===== src/rtl/smau_pkg.sv =====
// Shared types and constants for the small matrix arithmetic unit.
package smau_pkg;

  localparam int MAX_DIM_DEF   = 4;
  localparam int ELEM_BITS_DEF = 32;
  localparam int FRAC_BITS_DEF = 16;

  // Fixed port field widths
  localparam int CMD_BITS  = 2;
  localparam int OP_BITS   = 3;
  localparam int COL_BITS  = 2;
  localparam int PORT_ELEM = 32;
  localparam int DIM_BITS  = 3;
  localparam int LANES     = 4;
  localparam int DATA_BITS = 136;

  typedef enum logic [CMD_BITS-1:0] {
    CMD_LOAD_A,
    CMD_LOAD_B,
    CMD_LOAD_VEC,
    CMD_EXEC
  } cmd_t;

  typedef enum logic [OP_BITS-1:0] {
    OP_TRANSPOSE,
    OP_ADD,
    OP_SUB,
    OP_MUL,
    OP_VEC_MAT,
    OP_MAT_VEC
  } op_t;

  // Step controls from the sequencer to the shared arithmetic unit
  typedef struct packed {
    logic load;   // capture operands
    logic mul;    // form product and simple sum
    logic acc;    // add product into accumulator
    logic clear;  // start a fresh dot product
    op_t  op;
  } mac_ctl_t;

endpackage


===== src/rtl/smau_mac.sv =====
// Shared multiply-accumulate and saturating add/subtract unit for the matrix sequencer.
module smau_mac #(
  parameter int ELEM_BITS = smau_pkg::ELEM_BITS_DEF,
  parameter int FRAC_BITS = smau_pkg::FRAC_BITS_DEF
) (
  input  logic                        clk,
  input  smau_pkg::mac_ctl_t          ctl,
  input  logic signed [ELEM_BITS-1:0] opx_in,
  input  logic signed [ELEM_BITS-1:0] opy_in,
  output logic signed [ELEM_BITS-1:0] result
);

  localparam int PROD_BITS = 2 * ELEM_BITS;
  localparam int ACC_BITS  = PROD_BITS + 2;
  localparam int SUM_BITS  = ELEM_BITS + 1;

  localparam logic signed [ACC_BITS-1:0] ACC_MAX =
    {{(ACC_BITS-ELEM_BITS+1){1'b0}}, {(ELEM_BITS-1){1'b1}}};
  localparam logic signed [ACC_BITS-1:0] ACC_MIN = ~ACC_MAX;
  localparam logic signed [SUM_BITS-1:0] SUM_MAX = {2'b00, {(ELEM_BITS-1){1'b1}}};
  localparam logic signed [SUM_BITS-1:0] SUM_MIN = ~SUM_MAX;
  localparam logic signed [ELEM_BITS-1:0] E_MAX = {1'b0, {(ELEM_BITS-1){1'b1}}};
  localparam logic signed [ELEM_BITS-1:0] E_MIN = ~E_MAX;

  logic signed [ELEM_BITS-1:0] opx;
  logic signed [ELEM_BITS-1:0] opy;
  logic signed [PROD_BITS-1:0] prod;
  logic signed [SUM_BITS-1:0]  sres;
  logic signed [SUM_BITS-1:0]  sres_next;
  logic signed [ACC_BITS-1:0]  acc;
  logic signed [ACC_BITS-1:0]  acc_sh;
  logic                        is_mac;

  always_comb begin
    case (ctl.op)
      smau_pkg::OP_TRANSPOSE: sres_next = SUM_BITS'(opx);
      smau_pkg::OP_ADD:       sres_next = SUM_BITS'(opx) + SUM_BITS'(opy);
      smau_pkg::OP_SUB:       sres_next = SUM_BITS'(opx) - SUM_BITS'(opy);
      default:                sres_next = '0;
    endcase
  end

  always_ff @(posedge clk) begin
    if (ctl.load) begin
      opx <= opx_in;
      opy <= opy_in;
    end
    if (ctl.mul) begin
      prod <= opx * opy;
      sres <= sres_next;
    end
    if (ctl.acc) begin
      acc <= (ctl.clear ? ACC_BITS'(0) : acc) + ACC_BITS'(prod);
    end
  end

  // Floor shift back to element scale, then clamp to the element range
  assign acc_sh = acc >>> FRAC_BITS;
  assign is_mac = (ctl.op == smau_pkg::OP_MUL) || (ctl.op == smau_pkg::OP_VEC_MAT) ||
                  (ctl.op == smau_pkg::OP_MAT_VEC);

  always_comb begin
    if (is_mac) begin
      if (acc_sh > ACC_MAX) begin
        result = E_MAX;
      end else if (acc_sh < ACC_MIN) begin
        result = E_MIN;
      end else begin
        result = acc_sh[ELEM_BITS-1:0];
      end
    end else begin
      if (sres > SUM_MAX) begin
        result = E_MAX;
      end else if (sres < SUM_MIN) begin
        result = E_MIN;
      end else begin
        result = sres[ELEM_BITS-1:0];
      end
    end
  end

endmodule

===== config.mk =====
export PLATFORM = sky130hd
export DESIGN_NAME = smau_mac
export DESIGN_NICKNAME = d
export VERILOG_FILES = /design/src/rtl/smau_pkg.sv /design/src/rtl/smau_mac.sv
export SDC_FILE = /design/constraint.sdc
export NUM_CORES = 2
export LEC_CHECK = 0
export BUFFER_PORTS_ARGS = -buffer_cell sky130_fd_sc_hd__buf_2
export CORE_ASPECT_RATIO = 1.25
export CORE_MARGIN = 5
export CORE_UTILIZATION = 55
export DETAILED_ROUTE_END_ITERATION = 16
export HOLD_SLACK_MARGIN = 0.1
export PLACE_DENSITY = 0.71
export REMOVE_ABC_BUFFERS = 1
export SETUP_SLACK_MARGIN = 0.05
export SLEW_MARGIN = 10
export SYNTH_ARGS = -nofsm -noshare
export SYNTH_HDL_FRONTEND = slang
export SYNTH_SLANG_ARGS = --single-unit

===== constraint.sdc =====
create_clock -name clk -period 11.07 [get_ports clk]
set_input_delay 1.107 -clock clk [delete_from_list [all_inputs] [get_ports clk]]
set_output_delay 1.107 -clock clk [all_outputs]
set_load 0.05 [all_outputs]

Word-level counts from Yosys, hierarchy flattened --
Cells that the tools add are included.
Cells by class: add/sub/neg operators 3, equal/unequal tests 5, multiply operators 1, reductions and logical operators 3, mux-type cells 7, order comparisons 4
Operators by type and width (count):
- two-way mux 32 bit | 5
- case mux 33 bit (3 select lines) | 1
- adder 66 x 64 -> 66 bit | 1
- two-way mux 66 bit | 1
- multiplier 32 x 32 -> 64 bit | 1
- greater-than comparator 50 x 32 -> 1 bit (second input constant) | 1
- less-than comparator 50 x 32 -> 1 bit (second input constant) | 1
- adder 32 x 32 -> 33 bit | 1
- greater-than comparator 33 x 32 -> 1 bit (second input constant) | 1
- less-than comparator 33 x 32 -> 1 bit (second input constant) | 1
- subtractor 32 x 32 -> 33 bit | 1
- == test 3 x 2 -> 1 bit (second input constant) | 2
- == test 3 bit (second input constant) | 2
- == test 3 x 1 -> 1 bit (second input constant) | 1
- logical NOT 3 bit | 1
- logical OR 1 bit | 2
Storage, ports and cells: register bits after elaboration 227, logic and storage cells 28

Logic depth before layout (Yosys ltp) --
depth in word-level cells 4, gate-level depth with buffers 30, gate-level depth less buffers 27

Least setup slack after synthesis --
Ideal clock, no wire load.
kind reg2reg, start register opx[31], end register prod[63] (data pin), data required time 10.810 ns, setup slack 3.044 ns, cell stages (with the launch flop) 28, setup time 0.260 ns, data arrival time 7.766 ns, buffers on the path 2, cell sequence edfxtp_1 clkbuf_1 clkbuf_1 nand2_1 inv_1 fa_1 fa_1 inv_1 fa_1 inv_1 fa_1 inv_1 fa_1 inv_1 fa_1 fa_1 fa_1 ha_1 a21o_1 a21o_1 a21o_1 a221oi_1 o21ai_0 o211ai_1 nand4b_1 a31o_2 a21oi_1 xnor2_1
Between the ends: cells in the longest elaborated chain, start to end 1
RTL lines:
- start, declared | line smau_mac.sv:25 | logic signed [ELEM_BITS-1:0] opx;
- start signal, assigned | line smau_mac.sv:45 | opx <= opx_in;
- multiplier 32 x 32 -> 64 bit | line smau_mac.sv:49 | prod <= opx * opy;
- end signal, assigned | line smau_mac.sv:49
- end, declared | line smau_mac.sv:27 | logic signed [PROD_BITS-1:0] prod;
No other way between the ends. A chain may end at the register's enable or synchronous reset.

Worst setup path in the final report --
start register opy[5], end register prod[63] (data pin)
Between the ends: cells in the longest elaborated chain, start to end 1
RTL lines:
- start, declared | line smau_mac.sv:26 | logic signed [ELEM_BITS-1:0] opy;
- start signal, assigned | line smau_mac.sv:46 | opy <= opy_in;
- multiplier 32 x 32 -> 64 bit | line smau_mac.sv:49
No other way between the ends.

==> summary.txt <==
Outcome
  • Status: finished, final reports clean

Global route
  • GRT Util Overall: 0.285
  • Gr ovfl total: 0
  • Vias in the first global route: ~40000
  • Antenna violations before repair: 4
  • First-pass GRT wire length: between 200000 and 250000 um
  • Pin count of the biggest net entering global routing: 84

Worst hold path
  • Hold/Removal Path Class: register to register
  • Hold Startpoint: prod[0]

Logic synthesis
  • Synth top cells by count: 1084 x fa_1, 1023 x inv_1, 610 x nand2_1
  • Yosys warning total: 0
  • Yosys top cell area share: 0.431
  • Most common cell in the netlist: fa_1
  • Mapped Avg Cell Area: about 9.6 um^2
  • Async set-reset flop share out of synthesis: 0
  • Seq/Total Area, Yosys: 0.135
  • Synthesized instance count: between 5000 and 6000
  • Mapped Area: between 50000 and 60000 um^2
  • Synth top area cells: fa_1 43%, edfxtp_1 14%, inv_1 7.6%, ha_1 7.0%, and2_1 6.5%
  • Synth Register Bits: about 230
  • Cell variety after synth: 70
  • Dominant synthesized flop cell: edfxtp_1
  • Most area-hungry cell type in the Yosys netlist: fa_1
  • Post-synth EDFFs: 227

STA
  • Max Slew Vio Count: 0
  • RSZ-0062 raised after global routing: no
  • Endpoints failing setup: 0
  • Fin crit share: 0.852
  • Worst Tran Pin Value: roughly 1200 ps
  • Hold Violations, Final: 0
  • Min Tclk post-route: around 9400 ps
  • Max frequency: ~0.11 GHz
  • Clk_skew: 32.1 ps
  • Rel. slew slack: 0.210
  • Total Negative Setup Slacks: 0 ps

Routing
  • DRC Markers: 0
  • Via count: about 36000
  • Detailed Route Iter0 Violations: 2490
  • Detail Route Antenna Nets: 0
  • Total Wirelength: between 100000 and 150000 um
  • TritonRoute pass-1 iters: 7
  • Avg WL per Cell: roughly 21 um
  • Via density: approximately 5.7

Setup path
  • Crit Reg-Reg Startpoint: opy[5]
  • Setup crit start kind: register
  • Worst setup path startpoint: opy[5]
  • Setup crit end kind: register
  • Worst-path maximum fanout: 25
  • Crit path required time: between 10000 and 15000 ps
  • Crit Path Class: register to register
  • CP arrival: approximately 10000 ps

Clock network
  • Hold-fix buffers at CTS: 0
  • Clk buf depth: 3
  • CTS resizes: 0
  • Clk_lat worst skew: between 600 and 700 ps
  • Inserted Clock Buffers: 29
  • Root Buffer: clkbuf_16
  • Clock transition at path regs: 80 ps
  • Post-CTS Setup Inserts: 0
  • CTS H-Tree Depth: 1
  • TritonCTS clock tree: built
  • CTS sink cnt: around 230

Floorplan
  • Initial Utilization: 0.552
  • Die Ht: 348 um
  • Die Wd: between 200 and 300 um
  • Area of the core: 91100 um^2
  • Row cnt: ~120
  • Total Die Area: around 98000 um^2
  • Io pins: between 100 and 150

Cells and area
  • Layout Nets: about 6600
  • Layout cell share with drive strength beyond 1: 0.0497
  • Layout area overhead: 5.22%
  • Number of fill cells: 7824

Run
  • Total of max-cap violations: 0

Placed design
  • Final GP Congestion: a little over 0.9
  • IO buf count: 103
  • DP HPWL: 109000 um
-- metal layers --
layer | routed length [um] | vias to the layer above | track usage
li1 | - | 15900 | -
met1 | 48100 | 18600 | 0.330
met2 | 70200 | 1360 | 0.515
met3 | 8280 | 487 | 0.0397
met4 | 9010 | 0 | 0.149
met5 | 0 | - | 0
-- logic make-up (layout without fill, tap and decap cells) --
group | Yosys count | count (layout) | share of synthesized area
flip-flops | 227 | 227 | 0.135
AND/OR/NAND/NOR | 1520 | 1520 | 0.152
multiplexers | 4 | 4 | 0.000796
buffers and inverters | 1317 | 1261 | 0.0983
other | 0 | 2 | 0
XOR/XNOR | 190 | 190 | 0.0331
adder cells (fa/ha/maj) | 1367 | 1367 | 0.502
AO/OA/AOI/OAI | 624 | 624 | 0.0785
-- cell type report --
type,instances,area (um^2),share of cell area
timing repair buffer,184,1140,0.0216
clock inverter,21,328,0.00619
multi-input combinational,3705,38600,0.729
tap,1197,1500,0.0283
antenna,2,5.00,0.0000945
sequential,227,6820,0.129
inverter,1023,3840,0.0725
clock buffer,33,741,0.0140
-- worst max-delay path, stage by stage, from the launching register on --
cell and delay, ps:
edfxtp_1 1080, nand2_1 310, inv_1 170, fa_1 450
fa_1 520, inv_1 140, fa_1 560, inv_1 70
fa_1 910, inv_1 400, fa_1 590, inv_1 60
fa_1 530, inv_1 50, fa_1 460, fa_1 510
inv_1 40, ha_1 370, and4_1 230, nand2_1 60
nor2_1 130, nand3_1 120, a2111oi_0 590, o211ai_1 260
nand4b_1 190, a31o_2 170, a21oi_1 70, xnor2_1 120
-- metrics by stage --
step	setup WS, ps	std cells	hold slack (ps)	instance area (um^2)	util
3_5_place_dp	1690	6336	536	51900	0.569
6_report	1640	6392	548	52900	0.581
5_1_grt	1120	6391	573	52900	0.581
2_1_floorplan	2990	4955	526	49200	-
4_1_cts	1630	6390	550	52900	0.581
3_3_place_gp	1830	6336	543	51900	0.569
-- flip-flops by register name (all words and copies together), names as in the netlist --
name	count
prod	64
opy	32
sres	33
acc	66
opx	32
-- path summary, 6_finish.rpt --
path              endpoint  slack [ps]  depth (start not counted)
hold reg to reg     acc[0]         550                          1
setup reg to reg  prod[63]        1640                         27
setup / recovery  prod[63]        1640                         27
hold / removal      acc[0]         550                          1
-- cell usage in the layout, fill, tap and decap left out, drive strengths merged, types with 33 or more instances in the layout --
cell type	count
a21o	80
a21oi	233
and2	525
buf	184
clkbuf	33
edfxtp	227
fa	1084
ha	283
inv	1026
nand2	610
nand3	34
nand4	33
nor2	125
nor2b	80
o21ai	114
xnor2	123
xor2	67
Power is not shown: default switching activity piles up to over one toggle a cycle in this logic, so the estimate is an artifact.
